==> config.mk <==
export PLATFORM = sky130hd
export DESIGN_NAME = ycs_queue
export DESIGN_NICKNAME = d
export VERILOG_FILES = /design/src/hw/rtl/ycs_pkg.sv /design/src/hw/rtl/ycs_queue.sv
export VERILOG_INCLUDE_DIRS = /design/src /design/src/hw/rtl
export SDC_FILE = /design/constraint.sdc
export NUM_CORES = 1
export LEC_CHECK = 0
export BUFFER_PORTS_ARGS = -buffer_cell sky130_fd_sc_hd__buf_2
export CAP_MARGIN = 5
export CORE_MARGIN = 2
export CORE_UTILIZATION = 59
export CTS_BUF_LIST = sky130_fd_sc_hd__clkbuf_8
export DETAILED_ROUTE_END_ITERATION = 16
export PLACE_DENSITY = 0.82
export SETUP_SLACK_MARGIN = 0.02
export SLEW_MARGIN = 20
export SYNTH_ARGS = -nofsm -noshare
export SYNTH_HDL_FRONTEND = slang
export SYNTH_SLANG_ARGS = --single-unit
==> constraint.sdc <==
create_clock -name clk -period 4.05 [get_ports clk]
set_clock_uncertainty 0.1 [all_clocks]
set_input_delay 0.81 -clock clk [delete_from_list [all_inputs] [get_ports clk]]
set_output_delay 0.81 -clock clk [all_outputs]
set_load 0.02 [all_outputs]
==> src/hw/rtl/yuv_channel_shift_defines.svh <==
// Assertion macros shared by the channel shift RTL.
// Each macro expects signals named clk and rst_n in the scope where it is used.
`ifndef YUV_CHANNEL_SHIFT_DEFINES_SVH
`define YUV_CHANNEL_SHIFT_DEFINES_SVH

// Same-cycle implication, checked out of reset.
`define YCS_ASSERT_IMPLIES(label, ante, cons, msg) \
  label: assert property (@(posedge clk) disable iff (!rst_n) (ante) |-> (cons)) \
    else $error(msg);

// Next-cycle implication, checked out of reset.
`define YCS_ASSERT_NEXT(label, ante, cons, msg) \
  label: assert property (@(posedge clk) disable iff (!rst_n) (ante) |=> (cons)) \
    else $error(msg);

`endif

==> src/hw/rtl/ycs_pkg.sv <==
// Shared types, constants and helpers for the YUV channel shift block.
// No dependencies; every other RTL file but the assertion macro header refers to this package.
`default_nettype none

package ycs_pkg;

  // Field widths fixed by the pixel format.
  localparam int SAMPLE_W  = 8;
  localparam int COORD_W   = 8;
  localparam int SHIFT_W   = 8;
  localparam int SIZE_W    = 9;
  localparam int POS_W     = COORD_W + 2;
  localparam int CFG_IDX_W = 3;
  localparam int CFG_W     = SIZE_W;

  // Default frame store geometry.
  localparam int DEF_MAX_WIDTH  = 256;
  localparam int DEF_MAX_HEIGHT = 256;

  // Depth of the command queue between front and back.
  localparam int QUEUE_DEPTH = 4;
  localparam int PTR_W       = $clog2(QUEUE_DEPTH);
  localparam int CNT_W       = $clog2(QUEUE_DEPTH + 1);

  // Channel slots.
  localparam int NUM_CH  = 3;
  localparam int CH_LUMA = 0;
  localparam int CH_CB   = 1;
  localparam int CH_CR   = 2;

  localparam logic signed [SHIFT_W-1:0] SHIFT_MAX = 8'sd100;
  localparam logic signed [SHIFT_W-1:0] SHIFT_MIN = -8'sd100;
  localparam logic [SIZE_W-1:0] DEF_FRAME_SIZE = 9'd256;
  localparam logic [SAMPLE_W-1:0] HALF_SCALE = {1'b1, {(SAMPLE_W-1){1'b0}}};

  typedef enum logic {
    REQ_WRITE = 1'b0,
    REQ_READ  = 1'b1
  } req_t;

  typedef enum logic [CFG_IDX_W-1:0] {
    REG_LUMA_SHIFT_X = 3'd0,
    REG_LUMA_SHIFT_Y = 3'd1,
    REG_CB_SHIFT_X   = 3'd2,
    REG_CB_SHIFT_Y   = 3'd3,
    REG_CR_SHIFT_X   = 3'd4,
    REG_CR_SHIFT_Y   = 3'd5,
    REG_FRAME_WIDTH  = 3'd6,
    REG_FRAME_HEIGHT = 3'd7
  } cfg_idx_t;

  // Source position of one channel and whether it falls inside the frame.
  typedef struct packed {
    logic              hit;
    logic [SIZE_W-1:0] row;
    logic [SIZE_W-1:0] col;
  } chan_pos_t;

  // One classified command as it travels from front to back.
  typedef struct packed {
    logic                              is_read;
    chan_pos_t [NUM_CH-1:0]            pos;
    logic [NUM_CH-1:0][SAMPLE_W-1:0]   sample;
  } cmd_t;

  // Saturate a written shift value to the allowed range.
  function automatic logic signed [SHIFT_W-1:0] clamp_shift(input logic [SHIFT_W-1:0] value);
    logic signed [SHIFT_W-1:0] v;
    v = $signed(value);
    if (v > SHIFT_MAX) begin
      return SHIFT_MAX;
    end else if (v < SHIFT_MIN) begin
      return SHIFT_MIN;
    end
    return v;
  endfunction

endpackage

`default_nettype wire

==> src/hw/rtl/ycs_queue.sv <==
// Short command queue that decouples the front end from the store back end.
// Depends on ycs_pkg for the command type and depth; uses the assertion macros.
`default_nettype none
`include "yuv_channel_shift_defines.svh"

module ycs_queue (
  input  wire logic           clk,
  input  wire logic           rst_n,
  input  wire logic           push,
  input  wire ycs_pkg::cmd_t  push_data,
  output      logic           push_ready,
  output      logic           head_valid,
  output      ycs_pkg::cmd_t  head_data,
  input  wire logic           pop
);

  localparam logic [ycs_pkg::CNT_W-1:0] FULL_COUNT = ycs_pkg::CNT_W'(ycs_pkg::QUEUE_DEPTH);

  ycs_pkg::cmd_t                  entry_r [ycs_pkg::QUEUE_DEPTH];
  logic [ycs_pkg::PTR_W-1:0]      head_r;
  logic [ycs_pkg::PTR_W-1:0]      tail_r;
  logic [ycs_pkg::CNT_W-1:0]      count_r;
  logic [ycs_pkg::CNT_W-1:0]      count_nxt;

  assign push_ready = (count_r != FULL_COUNT);
  assign head_valid = (count_r != '0);
  assign head_data  = entry_r[head_r];

  // Occupancy after this cycle's transfers.
  always_comb begin
    case ({push, pop})
      2'b10:   count_nxt = count_r + 1'b1;
      2'b01:   count_nxt = count_r - 1'b1;
      default: count_nxt = count_r;
    endcase
  end

  // Pointers and occupancy.
  always_ff @(posedge clk) begin
    if (!rst_n) begin
      head_r  <= '0;
      tail_r  <= '0;
      count_r <= '0;
    end else begin
      if (push) begin
        tail_r <= tail_r + 1'b1;
      end
      if (pop) begin
        head_r <= head_r + 1'b1;
      end
      count_r <= count_nxt;
    end
  end

  // Entry storage.
  always_ff @(posedge clk) begin
    if (push) begin
      entry_r[tail_r] <= push_data;
    end
  end

  `YCS_ASSERT_IMPLIES(a_count_bound, 1'b1, count_r <= FULL_COUNT, "queue occupancy above depth")
  `YCS_ASSERT_IMPLIES(a_pop_nonempty, pop, count_r != '0, "pop from an empty queue")
  `YCS_ASSERT_IMPLIES(a_push_room, push, count_r != FULL_COUNT, "push into a full queue")

endmodule

`default_nettype wire

==> impl_metrics.yaml, run 1 <==
worst_setup_path:
  crit_chain: "buf_12 > mux4_2 > buf_2"
  reg2reg_depth: 4
  reg2reg_from: "tail_r[1]$_SDFFE_PN0P_"
  crit_type: "reg -> out"
  critPathSlowestCell: "dfxtp_4"
  cp_num_buf_inv: 2
  crit_family: "flip-flops"
  arrival_ns: 2.27
  end_kind: "output pin"
  cpPeakStageDelay_ns: 0.88
  crit_fanout: 52
  reg2reg_slack_ns: 2.03
  cp.required_ns: 3.14
  crit_path_start_kind: "flop"
  r2r-end: "entry_r[1][0]$_DFFE_PP_"
floorplanning:
  die_w_um: 149
  start_util_pct: 60.5
  pin_count: 170
  die_area_mm2: 0.0221
  core_area_mm2: 0.0204
  die_y_um: 149
  placementRows: 52
cts:
  clock_sinks: 337
  cts_buffer_depth: 3
  cts_setup_buffers: 0
  hold_buffers: 0
  ctsHtreeMaxLevel: 2
  cts_root_buf: "clkbuf_8"
  cts_resized: 0
  clock_latency_ns: 0.55
  clkTransAtPathRegs_ns: 0.06
  cts_tree: "done"
  cts_inserted_buffers: 51
power_and_ir_drop:
  switching_share_pct: 23.5
  pwr-share-clk_pct: 33.1
  p_sw_uw: 1710
  power_density_mw_per_mm2: 506
  peakVddDrop_mv: 0.362
  leakagePower_uw: 0.00492
  combPwrFrac_pct: 11.0
  p_seq_share_pct: 55.9
  p_int_uw: 5570
timing:
  tns_ns: 0
  slew_violations: 0
  period_needed_ns: 3.18
  slew_headroom_pct: 42.1
  fin_crit_sh_pct: 78.6
  worst_pin_slew_ns: 0.868
  final_hold_viol_count: 0
  finalSetupViolations: 0
  rsz0062_at_grt: "false"
  fmax_mhz: 314
routing:
  drc: 0
  drt_iter0_markers: 360
  ant_nets: 0
  viasPerCell: 5.67
  num_vias: 5629
  wl_um: 21100
  first_pass_iters: 6
  wire_per_inst_um: 21.3
synth:
  syn_avg_cell_area_um2: 26.1
  syn_area_mm2: 0.0124
  yosysWarningCount: 0
  yosysSeqAreaShare_pct: 81.1
  yosysTopAreaCell: "edfxtp_1"
  synth.ff_latch_count: 337
  synth_top_cell_area_share_pct: 79.7
  synthDistinctLibCells: 21
  synth_top_family_by_area: "multiplexers"
  synth_nets: 566
  yosys.area_share.adder_pct: 0.668
  synthTopCellsByArea: "edfxtp_1, mux4_2, dfxtp_1"
  synth_xor_area_share_pct: 0.354
  synth_mux_area_share_pct: 15.0
  syn_inst: 474
  synth-compound-area-share_pct: 0.142
  synth-simple-area-share_pct: 0.759
finish:
  fillers: 1216
  area_growth_syn_to_layout_pct: 16.2
  utilization_pct: 70.4
  nets: 777
  n_antenna_cell: 0
  layout-drive-gt1-share_pct: 44.9
outcome:
  outcome: "completed"
hold_path:
  whs_path_depth: 1
  holdCritStartpoint: "push_data[26]"
  hold_end: "entry_r[2][26]$_DFFE_PP_"
  hp-class: "in -> reg"
global_routing:
  grt_start_max_net_pins: 55
  grt_pass1_wl_um: 32900
  grt_pass1_vias: 6251
  overflow: 0
  antenna_found_initial: 0
  gr-usage-all-layers_pct: 19.7
placed_design:
  globalplace.congestion: 0.704
  hpwlAfterDp_um: 12700
  port-buffer-count: 169
run:
  drv_cap: 0
## synth_stat cells
cell      number
edfxtp_1     328
mux4_2        81
and2_1        10
dfxtp_1        9
buf_12         8
buf_2          8
inv_1          6
ha_1           5
xor2_1         3
nand2_1        2
o21ai_0        2
or3_1          2
xnor2_1        2
a21boi_0       1
buf_6          1
clkbuf_1       1
fa_1           1
mux2i_1        1
mux4_1         1
nand3_1        1
nor2b_1        1
## final cells by class
type                            instances  area, um^2  share of cell area (%)
Multi-Input combinational cell        113        2110                    14.7
Timing Repair Buffer                  176         973                    6.77
Inverter                                6        22.5                   0.157
Sequential cell                       337       10000                    69.8
Tap cell                              270         338                    2.35
Clock buffer                           54         743                    5.17
Clock inverter                         36         153                    1.06
## layer usage
metal  GRT usage (%)  share of wire (%)  vias up
li1                -                  -     2454
met1            25.5                 39     2897
met2            33.5                 52      245
met3            5.14                8.1       33
met4            5.81                1.6        0
met5               0                  0        -
## power by group through the flow
stage               Combinational, uW  Clock, uW  Sequential [uW]
floorplan                         568          0             4110
global placement                  791          0             4130
detailed placement                809          0             4140
CTS                               812       2480             4070
global route                      857       2620             4080
finish                            797       2410             4070
## placed cells by master, fill, tap and decap left out, drive strengths merged, types with 2 or more instances in the layout
| cell type | instances |
|---|---|
| mux4 | 82 |
| inv | 27 |
| buf | 176 |
| xor2 | 3 |
| and2 | 10 |
| clkinv | 13 |
| dfxtp | 9 |
| nand2 | 2 |
| edfxtp | 328 |
| clkinvlp | 2 |
| clkbuf | 54 |
| ha | 5 |
| or3 | 2 |
| xnor2 | 2 |
| o21ai | 2 |
## kinds of logic after synthesis
kind of cell	after synthesis
multiplexers	83
AND/OR/NAND/NOR	16
buffers and inverters	24
flip-flops	337
XOR/XNOR	5
adder cells (fa/ha/maj)	6
AO/OA/AOI/OAI	3
## state kept, by name, indices dropped and copies added (netlist names), named ones only
name,cells
count_r,3
entry_r,328
head_r,2
tail_r,2
## stage by stage
| stage | area (um^2) | cells | total power, uW | hold slack [ns] | setup WS (ns) |
|---|---|---|---|---|---|
| 2_1_floorplan | 12400 | 474 | 4680 | 0.372 | 0.783 |
| 3_3_place_gp | 13500 | 902 | 4920 | 0.390 | 1.40 |
| 3_5_place_dp | 13500 | 902 | 4950 | 0.404 | 1.38 |
| 4_1_cts | 14400 | 992 | 7360 | 0.326 | 0.788 |
| 5_1_grt | 14400 | 992 | 7550 | 0.341 | 0.722 |
| 6_report | 14400 | 992 | 7280 | 0.373 | 0.867 |
## worst max path at each step
stage                                   end  slack, ns  cells past startpoint
floorplan           entry_r[0][0]$_DFFE_PP_       0.78                      1
global placement              head_data[43]       1.40                      3
detailed placement            head_data[26]       1.38                      3
CTS                           head_data[26]       0.79                      3
global route                  head_data[77]       0.72                      3
finish                        head_data[41]       0.87                      3
Note: power is estimated with default switching activity, not from simulation.
==> run 2, diff against run 1 <==
==> constraint.sdc (replaced) <==
create_clock -name clk -period 3.1 [get_ports clk]
set_clock_uncertainty 0.1 [all_clocks]
set_input_delay 0.62 -clock clk [delete_from_list [all_inputs] [get_ports clk]]
set_output_delay 0.62 -clock clk [all_outputs]
set_load 0.02 [all_outputs]
==> run 2 against run 1 <==
Net effect:
- clock power up 44%
- cell area up 1.2%
- combinational power up 36%
- cell count up 1.3%
- total power up 35%
- critical path depth unchanged
- via count down 0.18%
- core utilization up 0.83 points
- sequential share of layout area down 0.81 points
- die area unchanged
- sequential power up 30%
- non-clock buffer count up 7
- critical path type unchanged
- highest routed layer unchanged
==> impl_metrics.yaml, run 2 (synthesized netlist as in run 1, its figures left out) <==
cts:
  cts_resized: 0
  cts_inserted_buffers: 52
  cts_buffer_depth: 3
  clkTransAtPathRegs_ns: 0.06
  clock_latency_ns: 0.53
  hold_buffers: 0
  clock_sinks: 337
  cts_tree: "done"
  cts_root_buf: "clkbuf_8"
  cts_setup_buffers: 0
  ctsHtreeMaxLevel: 2
timing:
  rsz0062_at_grt: "false"
  tns_ns: 0
  finalSetupViolations: 0
  worst_pin_slew_ns: 0.500
  slew_violations: 0
  fmax_mhz: 353
  fin_crit_sh_pct: 91.4
  final_hold_viol_count: 0
  slew_headroom_pct: 66.7
  period_needed_ns: 2.83
routing:
  drt_iter0_markers: 341
  wl_um: 22400
  ant_nets: 0
  viasPerCell: 5.59
  num_vias: 5619
  first_pass_iters: 4
  wire_per_inst_um: 22.3
  drc: 0
finish:
  area_growth_syn_to_layout_pct: 17.6
  stdcell_area_mm2: 0.0145
  utilization_pct: 71.2
  reg.largest.list: "entry_r: 328 flops, count_r: 3 flops"
  nets: 785
  fillers: 1198
  layout_commonest_cell: "edfxtp_1"
  multi_input_area_mm2: 0.00211
  largest_register_ffs: 328
  layout-drive-gt1-share_pct: 46.0
  top_register: "entry_r"
  final_cell_mix: "edfxtp_1, buf_2, mux4_2, clkbuf_8, inv_1"
  regArea_mm2: 0.0100
worst_setup_path:
  end_kind: "output pin"
  cp.required_ns: 2.38
  r2r-end: "entry_r[1][37]$_DFFE_PP_"
  crit_end: "head_data[30]"
  reg2reg_depth: 4
  reg2reg_from: "tail_r[1]$_SDFFE_PN0P_"
  crit_path_start_kind: "flop"
  crit_type: "reg -> out"
  crit_fanout: 29
  reg2reg_slack_ns: 1.30
  arrival_ns: 2.11
global_routing:
  grt_start_max_net_pins: 60
  antenna_found_initial: 4
  overflow: 0
  grt_pass1_vias: 6159
  gr-usage-all-layers_pct: 20.8
  grt_pass1_wl_um: 34100
power_and_ir_drop:
  total_power_uw: 9850
  power_density_mw_per_mm2: 677
  leakagePower_uw: 0.00503
  peakVddDrop_mv: 0.394
placed_design:
  place_area_mm2: 0.0135
  port-buffer-count: 169
  globalplace.congestion: 0.713
  hpwlAfterDp_um: 13800
run:
  drv_cap: 0
floorplanning:
  pin_count: 170
  core_area_mm2: 0.0204
  placementRows: 52
  start_util_pct: 60.5
  die_w_um: 149
  die_area_mm2: 0.0221
  die_y_um: 149
hold_path:
  hp-class: "in -> reg"
outcome:
  outcome: "completed"
## run 2: layer usage
metal	vias up	wire length (um)	global-route usage, %
met3	28	1630	5.60
met2	201	11600	34.9
li1	2480	-	-
met5	-	0	0
met4	0	324	6.10
met1	2910	8850	27.3
## run 2: layout make-up
| class | count | area share (%) |
|---|---|---|
| Sequential cell | 337 | 69.0 |
| Timing Repair Buffer | 183 | 7.05 |
| Multi-Input combinational cell | 113 | 14.5 |
| Tap cell | 270 | 2.32 |
| Clock buffer | 57 | 5.39 |
| Inverter | 6 | 0.155 |
| Clock inverter | 35 | 1.50 |
| Antenna cell | 4 | 0.0688 |
## run 2: how the worst min path moves through the flow
stage                                  startpoint                       end  slack (ns)  cells past startpoint
after floorplan           count_r[2]$_SDFFE_PN0P_   count_r[2]$_SDFFE_PN0P_        0.37                      2
after detailed placement  count_r[2]$_SDFFE_PN0P_   count_r[2]$_SDFFE_PN0P_        0.46                      2
after global routing                push_data[42]  entry_r[3][42]$_DFFE_PP_        0.16                      1
final                               push_data[30]  entry_r[1][30]$_DFFE_PP_        0.19                      1
after CTS                           push_data[29]  entry_r[0][29]$_DFFE_PP_        0.16                      1
after global placement    count_r[2]$_SDFFE_PN0P_   count_r[2]$_SDFFE_PN0P_        0.38                      2
## run 2: report_power, final
part	leakage, uW	switching (uW)	internal (uW)
logic	0.00134	635	445
registers	0.00309	68.1	5230
clock network	0.000599	1540	1930
## run 2: worst max-delay path, stage by stage (launching register included)
cell     delay (ns)
dfxtp_4        0.64
buf_4          0.36
mux4_2         0.37
buf_2          0.18
## run 2: through the flow
stage | setup slack (ns) | instances | hold slack [ns]
floorplan | 0.0231 | 474 | 0.372
global placement | 0.781 | 909 | 0.382
detailed placement | 0.785 | 909 | 0.458
CTS | 0.199 | 1001 | 0.157
global route | 0.133 | 1003 | 0.162
finish | 0.267 | 1005 | 0.188
