File: config.mk
export PLATFORM = sky130hd
export DESIGN_NAME = ycs_front_flat
export DESIGN_NICKNAME = d
export VERILOG_FILES = /design/src/hw/rtl/yuv_channel_shift_defines.svh /design/src/hw/rtl/ycs_pkg.sv /design/src/hw/rtl/ycs_stream_if.sv /design/src/hw/rtl/ycs_front.sv /design/src/flat_wrapper.sv
export SDC_FILE = /design/constraint.sdc
export NUM_CORES = 1
export LEC_CHECK = 0
export ABC_CLOCK_PERIOD_IN_PS = 9200
export BUFFER_PORTS_ARGS = -buffer_cell sky130_fd_sc_hd__buf_2
export CAP_MARGIN = 30
export CORE_UTILIZATION = 35
export CTS_CLUSTER_SIZE = 10
export DETAILED_ROUTE_END_ITERATION = 8
export GPL_TIMING_DRIVEN = 0
export PLACE_DENSITY = 0.54
export SLEW_MARGIN = 20
export SYNTH_ARGS = -nofsm -noshare
export SYNTH_HDL_FRONTEND = slang
export SYNTH_SLANG_ARGS = --single-unit
File: constraint.sdc
create_clock -name clk -period 9.2 [get_ports clk]
set_input_delay 2.76 -clock clk [delete_from_list [all_inputs] [get_ports clk]]
set_output_delay 2.76 -clock clk [all_outputs]
set_load 0.03 [all_outputs]
File: src/hw/rtl/yuv_channel_shift_defines.svh
// Assertion macros shared by the channel shift RTL.
// Each macro expects signals named clk and rst_n in the scope where it is used.
`ifndef YUV_CHANNEL_SHIFT_DEFINES_SVH
`define YUV_CHANNEL_SHIFT_DEFINES_SVH

// Same-cycle implication, checked out of reset.
`define YCS_ASSERT_IMPLIES(label, ante, cons, msg) \
  label: assert property (@(posedge clk) disable iff (!rst_n) (ante) |-> (cons)) \
    else $error(msg);

// Next-cycle implication, checked out of reset.
`define YCS_ASSERT_NEXT(label, ante, cons, msg) \
  label: assert property (@(posedge clk) disable iff (!rst_n) (ante) |=> (cons)) \
    else $error(msg);

`endif

File: src/hw/rtl/ycs_pkg.sv
// Shared types, constants and helpers for the YUV channel shift block.
// No dependencies; every other RTL file but the assertion macro header refers to this package.
`default_nettype none

package ycs_pkg;

  // Field widths fixed by the pixel format.
  localparam int SAMPLE_W  = 8;
  localparam int COORD_W   = 8;
  localparam int SHIFT_W   = 8;
  localparam int SIZE_W    = 9;
  localparam int POS_W     = COORD_W + 2;
  localparam int CFG_IDX_W = 3;
  localparam int CFG_W     = SIZE_W;

  // Default frame store geometry.
  localparam int DEF_MAX_WIDTH  = 256;
  localparam int DEF_MAX_HEIGHT = 256;

  // Depth of the command queue between front and back.
  localparam int QUEUE_DEPTH = 4;
  localparam int PTR_W       = $clog2(QUEUE_DEPTH);
  localparam int CNT_W       = $clog2(QUEUE_DEPTH + 1);

  // Channel slots.
  localparam int NUM_CH  = 3;
  localparam int CH_LUMA = 0;
  localparam int CH_CB   = 1;
  localparam int CH_CR   = 2;

  localparam logic signed [SHIFT_W-1:0] SHIFT_MAX = 8'sd100;
  localparam logic signed [SHIFT_W-1:0] SHIFT_MIN = -8'sd100;
  localparam logic [SIZE_W-1:0] DEF_FRAME_SIZE = 9'd256;
  localparam logic [SAMPLE_W-1:0] HALF_SCALE = {1'b1, {(SAMPLE_W-1){1'b0}}};

  typedef enum logic {
    REQ_WRITE = 1'b0,
    REQ_READ  = 1'b1
  } req_t;

  typedef enum logic [CFG_IDX_W-1:0] {
    REG_LUMA_SHIFT_X = 3'd0,
    REG_LUMA_SHIFT_Y = 3'd1,
    REG_CB_SHIFT_X   = 3'd2,
    REG_CB_SHIFT_Y   = 3'd3,
    REG_CR_SHIFT_X   = 3'd4,
    REG_CR_SHIFT_Y   = 3'd5,
    REG_FRAME_WIDTH  = 3'd6,
    REG_FRAME_HEIGHT = 3'd7
  } cfg_idx_t;

  // Source position of one channel and whether it falls inside the frame.
  typedef struct packed {
    logic              hit;
    logic [SIZE_W-1:0] row;
    logic [SIZE_W-1:0] col;
  } chan_pos_t;

  // One classified command as it travels from front to back.
  typedef struct packed {
    logic                              is_read;
    chan_pos_t [NUM_CH-1:0]            pos;
    logic [NUM_CH-1:0][SAMPLE_W-1:0]   sample;
  } cmd_t;

  // Saturate a written shift value to the allowed range.
  function automatic logic signed [SHIFT_W-1:0] clamp_shift(input logic [SHIFT_W-1:0] value);
    logic signed [SHIFT_W-1:0] v;
    v = $signed(value);
    if (v > SHIFT_MAX) begin
      return SHIFT_MAX;
    end else if (v < SHIFT_MIN) begin
      return SHIFT_MIN;
    end
    return v;
  endfunction

endpackage

`default_nettype wire

File: src/hw/rtl/ycs_stream_if.sv
// Valid/ready channel interfaces for pixel requests and shifted pixel results.
// Depends on ycs_pkg for field widths.
`default_nettype none

interface ycs_in_if;
  logic                          valid;
  logic                          ready;
  logic                          req_type;
  logic [ycs_pkg::COORD_W-1:0]   pix_row;
  logic [ycs_pkg::COORD_W-1:0]   pix_col;
  logic [ycs_pkg::SAMPLE_W-1:0]  luma_in;
  logic [ycs_pkg::SAMPLE_W-1:0]  cb_in;
  logic [ycs_pkg::SAMPLE_W-1:0]  cr_in;

  modport source (output valid, req_type, pix_row, pix_col, luma_in, cb_in, cr_in,
                  input ready);
  modport sink (input valid, req_type, pix_row, pix_col, luma_in, cb_in, cr_in,
                output ready);
endinterface


`default_nettype wire

File: src/hw/rtl/ycs_front.sv
// Front end: configuration registers, request acceptance and classification.
// Depends on ycs_pkg and ycs_in_if; feeds classified commands to ycs_queue.
`default_nettype none

module ycs_front #(
  parameter int MAX_WIDTH  = ycs_pkg::DEF_MAX_WIDTH,
  parameter int MAX_HEIGHT = ycs_pkg::DEF_MAX_HEIGHT
) (
  input  wire logic                             clk,
  input  wire logic                             rst_n,
  ycs_in_if.sink                                in_if,
  input  wire logic                             cfg_we,
  input  wire logic [ycs_pkg::CFG_IDX_W-1:0]    cfg_idx,
  input  wire logic [ycs_pkg::CFG_W-1:0]        cfg_wdata,
  input  wire logic                             q_ready,
  output      logic                             q_push,
  output      ycs_pkg::cmd_t                    q_data
);

  // Store limits seen through the 9-bit size registers.
  localparam int SizeMax = (1 << ycs_pkg::SIZE_W) - 1;
  localparam logic [ycs_pkg::SIZE_W-1:0] W_CAP =
    ycs_pkg::SIZE_W'((MAX_WIDTH > SizeMax) ? SizeMax : MAX_WIDTH);
  localparam logic [ycs_pkg::SIZE_W-1:0] H_CAP =
    ycs_pkg::SIZE_W'((MAX_HEIGHT > SizeMax) ? SizeMax : MAX_HEIGHT);

  logic signed [ycs_pkg::SHIFT_W-1:0] shift_x_r [ycs_pkg::NUM_CH];
  logic signed [ycs_pkg::SHIFT_W-1:0] shift_y_r [ycs_pkg::NUM_CH];
  logic [ycs_pkg::SIZE_W-1:0]         frame_width_r;
  logic [ycs_pkg::SIZE_W-1:0]         frame_height_r;
  logic [ycs_pkg::SIZE_W-1:0]         w_eff;
  logic [ycs_pkg::SIZE_W-1:0]         h_eff;

  // Configuration writes; shift values saturate on the way in.
  always_ff @(posedge clk) begin
    if (!rst_n) begin
      for (int k = 0; k < ycs_pkg::NUM_CH; k++) begin
        shift_x_r[k] <= '0;
        shift_y_r[k] <= '0;
      end
      frame_width_r  <= ycs_pkg::DEF_FRAME_SIZE;
      frame_height_r <= ycs_pkg::DEF_FRAME_SIZE;
    end else if (cfg_we) begin
      unique case (ycs_pkg::cfg_idx_t'(cfg_idx))
        ycs_pkg::REG_LUMA_SHIFT_X:
          shift_x_r[ycs_pkg::CH_LUMA] <= ycs_pkg::clamp_shift(cfg_wdata[ycs_pkg::SHIFT_W-1:0]);
        ycs_pkg::REG_LUMA_SHIFT_Y:
          shift_y_r[ycs_pkg::CH_LUMA] <= ycs_pkg::clamp_shift(cfg_wdata[ycs_pkg::SHIFT_W-1:0]);
        ycs_pkg::REG_CB_SHIFT_X:
          shift_x_r[ycs_pkg::CH_CB] <= ycs_pkg::clamp_shift(cfg_wdata[ycs_pkg::SHIFT_W-1:0]);
        ycs_pkg::REG_CB_SHIFT_Y:
          shift_y_r[ycs_pkg::CH_CB] <= ycs_pkg::clamp_shift(cfg_wdata[ycs_pkg::SHIFT_W-1:0]);
        ycs_pkg::REG_CR_SHIFT_X:
          shift_x_r[ycs_pkg::CH_CR] <= ycs_pkg::clamp_shift(cfg_wdata[ycs_pkg::SHIFT_W-1:0]);
        ycs_pkg::REG_CR_SHIFT_Y:
          shift_y_r[ycs_pkg::CH_CR] <= ycs_pkg::clamp_shift(cfg_wdata[ycs_pkg::SHIFT_W-1:0]);
        ycs_pkg::REG_FRAME_WIDTH:  frame_width_r  <= cfg_wdata;
        ycs_pkg::REG_FRAME_HEIGHT: frame_height_r <= cfg_wdata;
      endcase
    end
  end

  // Active frame size, limited to what the store holds.
  assign w_eff = (frame_width_r > W_CAP) ? W_CAP : frame_width_r;
  assign h_eff = (frame_height_r > H_CAP) ? H_CAP : frame_height_r;

  // Handshake: take an item whenever the queue has room.
  assign in_if.ready = q_ready;
  assign q_push      = in_if.valid && q_ready;

  // Classify the request and work out each channel's source position.
  always_comb begin
    logic signed [ycs_pkg::POS_W-1:0] r_pos;
    logic signed [ycs_pkg::POS_W-1:0] c_pos;
    logic                             in_store;
    r_pos = '0;
    c_pos = '0;
    q_data = '0;
    q_data.is_read = (in_if.req_type == ycs_pkg::REQ_READ);
    q_data.sample[ycs_pkg::CH_LUMA] = in_if.luma_in;
    q_data.sample[ycs_pkg::CH_CB]   = in_if.cb_in;
    q_data.sample[ycs_pkg::CH_CR]   = in_if.cr_in;
    in_store = (ycs_pkg::SIZE_W'(in_if.pix_row) < H_CAP) &&
               (ycs_pkg::SIZE_W'(in_if.pix_col) < W_CAP);
    for (int k = 0; k < ycs_pkg::NUM_CH; k++) begin
      if (q_data.is_read) begin
        r_pos = $signed({2'b00, in_if.pix_row}) + ycs_pkg::POS_W'(shift_y_r[k]);
        c_pos = $signed({2'b00, in_if.pix_col}) + ycs_pkg::POS_W'(shift_x_r[k]);
        q_data.pos[k].hit = !r_pos[ycs_pkg::POS_W-1] && !c_pos[ycs_pkg::POS_W-1] &&
                            (r_pos[ycs_pkg::SIZE_W-1:0] < h_eff) &&
                            (c_pos[ycs_pkg::SIZE_W-1:0] < w_eff);
        q_data.pos[k].row = r_pos[ycs_pkg::SIZE_W-1:0];
        q_data.pos[k].col = c_pos[ycs_pkg::SIZE_W-1:0];
      end else begin
        q_data.pos[k].hit = in_store;
        q_data.pos[k].row = ycs_pkg::SIZE_W'(in_if.pix_row);
        q_data.pos[k].col = ycs_pkg::SIZE_W'(in_if.pix_col);
      end
    end
  end

endmodule

`default_nettype wire

File: src/flat_wrapper.sv
// flat-port wrapper written by rule: the top's interface ports become plain ports
module ycs_front_flat 
#(
  parameter int MAX_WIDTH  = ycs_pkg::DEF_MAX_WIDTH,
  parameter int MAX_HEIGHT = ycs_pkg::DEF_MAX_HEIGHT
)
  (clk, rst_n, cfg_we, cfg_idx, cfg_wdata, q_ready, q_push, q_data, in_if_valid, in_if_req_type, in_if_pix_row, in_if_pix_col, in_if_luma_in, in_if_cb_in, in_if_cr_in, in_if_ready);
  ycs_in_if in_if_i ();
  input  wire logic clk;
  input  wire logic rst_n;
  input  wire logic cfg_we;
  input  wire logic [ycs_pkg::CFG_IDX_W-1:0] cfg_idx;
  input  wire logic [ycs_pkg::CFG_W-1:0] cfg_wdata;
  input  wire logic q_ready;
  output      logic q_push;
  output      ycs_pkg::cmd_t q_data;
  input wire logic [$bits(in_if_i.valid)-1:0] in_if_valid;
  input wire logic [$bits(in_if_i.req_type)-1:0] in_if_req_type;
  input wire logic [$bits(in_if_i.pix_row)-1:0] in_if_pix_row;
  input wire logic [$bits(in_if_i.pix_col)-1:0] in_if_pix_col;
  input wire logic [$bits(in_if_i.luma_in)-1:0] in_if_luma_in;
  input wire logic [$bits(in_if_i.cb_in)-1:0] in_if_cb_in;
  input wire logic [$bits(in_if_i.cr_in)-1:0] in_if_cr_in;
  output wire logic [$bits(in_if_i.ready)-1:0] in_if_ready;
  assign in_if_i.valid = in_if_valid;
  assign in_if_i.req_type = in_if_req_type;
  assign in_if_i.pix_row = in_if_pix_row;
  assign in_if_i.pix_col = in_if_pix_col;
  assign in_if_i.luma_in = in_if_luma_in;
  assign in_if_i.cb_in = in_if_cb_in;
  assign in_if_i.cr_in = in_if_cr_in;
  assign in_if_ready = in_if_i.ready;
  ycs_front #(.MAX_WIDTH(MAX_WIDTH), .MAX_HEIGHT(MAX_HEIGHT)) u_core (.clk(clk), .rst_n(rst_n), .in_if(in_if_i), .cfg_we(cfg_we), .cfg_idx(cfg_idx), .cfg_wdata(cfg_wdata), .q_ready(q_ready), .q_push(q_push), .q_data(q_data));
endmodule
==> flow_metrics.env <==
export IMPL_cts_buffer_depth=2
export IMPL_synth_edff_count=48
export IMPL_fp_dieH_um=137
export IMPL_clkTransAtPathRegs_ns=0.05
export IMPL_drv_cap=0
export IMPL_leakagePower_nw=3.47
export IMPL_ctsHoldBuffers=0
export IMPL_final_hold_viol_count=0
export IMPL_seq_power_share=0.270
export IMPL_fmax_ghz=0.111
export IMPL_drv_slew=0
export IMPL_startpoint_type="input pin"
export IMPL_drtIter0Drc=330
export IMPL_seq_area_frac_synth=0.280
export IMPL_fin_skew_ns=0
export IMPL_final_antenna_net_count=0
export IMPL_via_per_inst=5.08
export IMPL_grt_pass1_vias=5222
export IMPL_criticalPathCategory="input pin to output port"
export IMPL_power_frac_comb=0.429
export IMPL_root_buffer="clkbuf_16"
export IMPL_grt_usage=0.212
export IMPL_fillCellCount=1880
export IMPL_required_ns=6.44
export IMPL_netlist_area_mm2=0.00642
export IMPL_n_antenna_cell=0
export IMPL_dp_hpwl_um=15700
export IMPL_syn_nets=902
export IMPL_synthCells=736
export IMPL_p_clk_frac=0.301
export IMPL_synth_seq_cells=66
export IMPL_tns_ns=0
export IMPL_drive_gt1_frac=0.216
export IMPL_cp_arrival_ns=6.28
export IMPL_ys_types=57
export IMPL_ff_latch_area_mm2=0.00180
export IMPL_port_buffers=116
export IMPL_syn_to_final_growth_pct=20.4
export IMPL_initial_utilization=0.358
export IMPL_clock_latency_ns=0.33
export IMPL_numCtsBuffers=9
export IMPL_first_pass_iters=5
export IMPL_htreeDepth=3
export IMPL_rows=49
export IMPL_gp_congestion=0.840
export IMPL_timing_slew_headroom=0.385
export IMPL_route_detailed_drc=0
export IMPL_wl_um=19000
export IMPL_fp_coreArea_mm2=0.0180
export IMPL_dr_total_vias=5614
export IMPL_yosysWarnings=0
export IMPL_antenna_found_initial=0
export IMPL_fin_nets=1037
export IMPL_avgSynthCellArea_um2=8.73
export IMPL_dieArea_mm2=0.0189
export IMPL_multi_input_area_mm2=0.00428
export IMPL_worstSetupEndpointType="output port"
export IMPL_cellInternalPower_w=0.000808
export IMPL_placed_cell_area_mm2=0.00733
export IMPL_synth_ff_type="edfxtp_1"
export IMPL_total_power_w=0.00129
export IMPL_synthArstFlopShare=0
export IMPL_wl_per_cell_um=17.2
export IMPL_fp_dieW_um=137
export IMPL_setup_violations_final=0
export IMPL_grt_max_degree=12
export IMPL_dp_slack_ns=-0.225
export IMPL_rsz0062_at_grt="yes"
export IMPL_io_pins=142
export IMPL_fin_crit_sh=0.983
export IMPL_grt_pass1_wl_um=29200
export IMPL_powerDensity_mw_per_mm2=167
export IMPL_holdWs_ns=0.457
export IMPL_setup_ws_ns=0.158
export IMPL_tightest_slew_ns=0.916
export IMPL_switching_share=0.374
export IMPL_crit_fanout=4
export IMPL_switching_power_w=0.000483
export IMPL_hold_class="flop to flop"
export IMPL_final_area_mm2=0.00774
export IMPL_reg2reg_slack_ns=8.19
export IMPL_status="finished, final reports clean"
export IMPL_grt_overflow=0
export IMPL_cts_sinks=66
export IMPL_tritoncts="built"
export IMPL_period_minus_slack_ns=9.04
export IMPL_peakVddDrop_mv=0.0659
==> state kept, by name, indices dropped and copies added, names as in the netlist <==
signal and flops:
u_core.shift_x_r 24, u_core.shift_y_r 24, u_core.frame_width_r 9, u_core.frame_height_r 9
==> cell usage in the layout, fill, tap and decap left out, types with 18 or more instances in the layout <==
master    count
a21o_1       27
a21oi_1      37
buf_2       113
buf_4        37
dfxtp_1      18
edfxtp_1     48
ha_1        101
inv_1        36
nand2_1     110
nor2_1       64
nor2b_1      18
o21ai_0      35
xnor2_1      25
==> Yosys cell counts, types with 4 or more instances <==
master	n	area share
xor2_1	14	0.019
clkbuf_1	11	0.0064
a21oi_1	39	0.030
o211ai_1	6	0.0070
a211oi_1	11	0.013
xnor2_1	25	0.034
o21ba_2	4	0.0062
dfxtp_1	18	0.056
nand3_1	4	0.0031
fa_1	6	0.019
nor2_1	64	0.037
nand4_1	12	0.012
nand2_1	110	0.064
nand2b_1	14	0.014
nor2b_1	18	0.018
nor3_1	15	0.012
o21ai_1	5	0.0039
edfxtp_1	48	0.22
inv_1	36	0.021
mux2i_1	7	0.011
o21bai_1	5	0.0058
a21o_1	27	0.032
o21a_1	5	0.0058
buf_4	26	0.030
ha_1	102	0.20
o21ai_0	40	0.031
a21boi_0	17	0.020
nand4b_1	4	0.0055
==> metal layers <==
| layer | vias up | share of wire | global-route usage |
|---|---|---|---|
| met5 | - | 0 | 0 |
| met4 | 0 | 0.020 | 0.0751 |
| met3 | 22 | 0.039 | 0.0188 |
| met2 | 152 | 0.44 | 0.330 |
| met1 | 2548 | 0.50 | 0.303 |
| li1 | 2892 | - | - |
==> through the flow <==
step,std cells,utilization
after floorplan,736,-
after global placement,1081,0.406
after detailed placement,1085,0.408
after CTS,1103,0.429
after global routing,1105,0.431
final,1105,0.431
==> layout make-up <==
cell class                 count  area share
buffer                        38      0.0310
timing repair buffer         124      0.0838
sequential                    66       0.233
multi-input combinational    593       0.553
clock buffer                   9      0.0291
tap                          229      0.0370
clock inverter                 7      0.0139
inverter                      39      0.0189
==> critical path: stages <==
cell and delay [ns]:
buf_2 0.13, ha_2 0.20, inv_1 0.06, fa_2 0.36
nor2b_1 0.12, o21ai_1 0.10, a21oi_2 0.20, o21ai_2 0.11
a221oi_2 0.31, xor2_1 0.19, ha_1 0.27, nand4_1 0.21
a211oi_4 0.10, a311oi_1 0.27, nand4_1 0.15, a311o_1 0.32
o41ai_2 0.22, buf_4 0.21
==> timing repair <==
item	CTS	global route
buffers inserted	2	2
setup endpoints to repair	1	3
pin swaps	3	7
resized for setup	4	10
==> cell families after synthesis <==
group,Yosys count,share of synthesized area
XOR/XNOR,39,0.0532
adder cells (fa/ha/maj),108,0.217
AND/OR/NAND/NOR,253,0.179
multiplexers,7,0.0109
buffers and inverters,77,0.0602
AO/OA/AOI/OAI,186,0.199
flip-flops,66,0.280
==> power by group through the flow <==
| stage | combinational, W | sequential, W | clock [W] |
|---|---|---|---|
| after detailed placement | 0.000543 | 0.000355 | 0 |
| after global routing | 0.000616 | 0.000351 | 0.000406 |
| after CTS | 0.000552 | 0.000348 | 0.000395 |
| final | 0.000554 | 0.000348 | 0.000388 |
| after floorplan | 0.000392 | 0.000352 | 0 |
| after global placement | 0.000540 | 0.000354 | 0 |
==> final timing paths <==
path,cells after the start,startpoint,endpoint
hold reg to reg,2,u_core.frame_width_r[0],u_core.frame_width_r[0]
setup / recovery,18,in_if_pix_row[0],q_data[42]
setup reg to reg,2,u_core.frame_height_r[8],u_core.frame_height_r[8]
hold / removal,2,u_core.frame_width_r[0],u_core.frame_width_r[0]
Note: power is estimated with default switching activity, not from simulation.
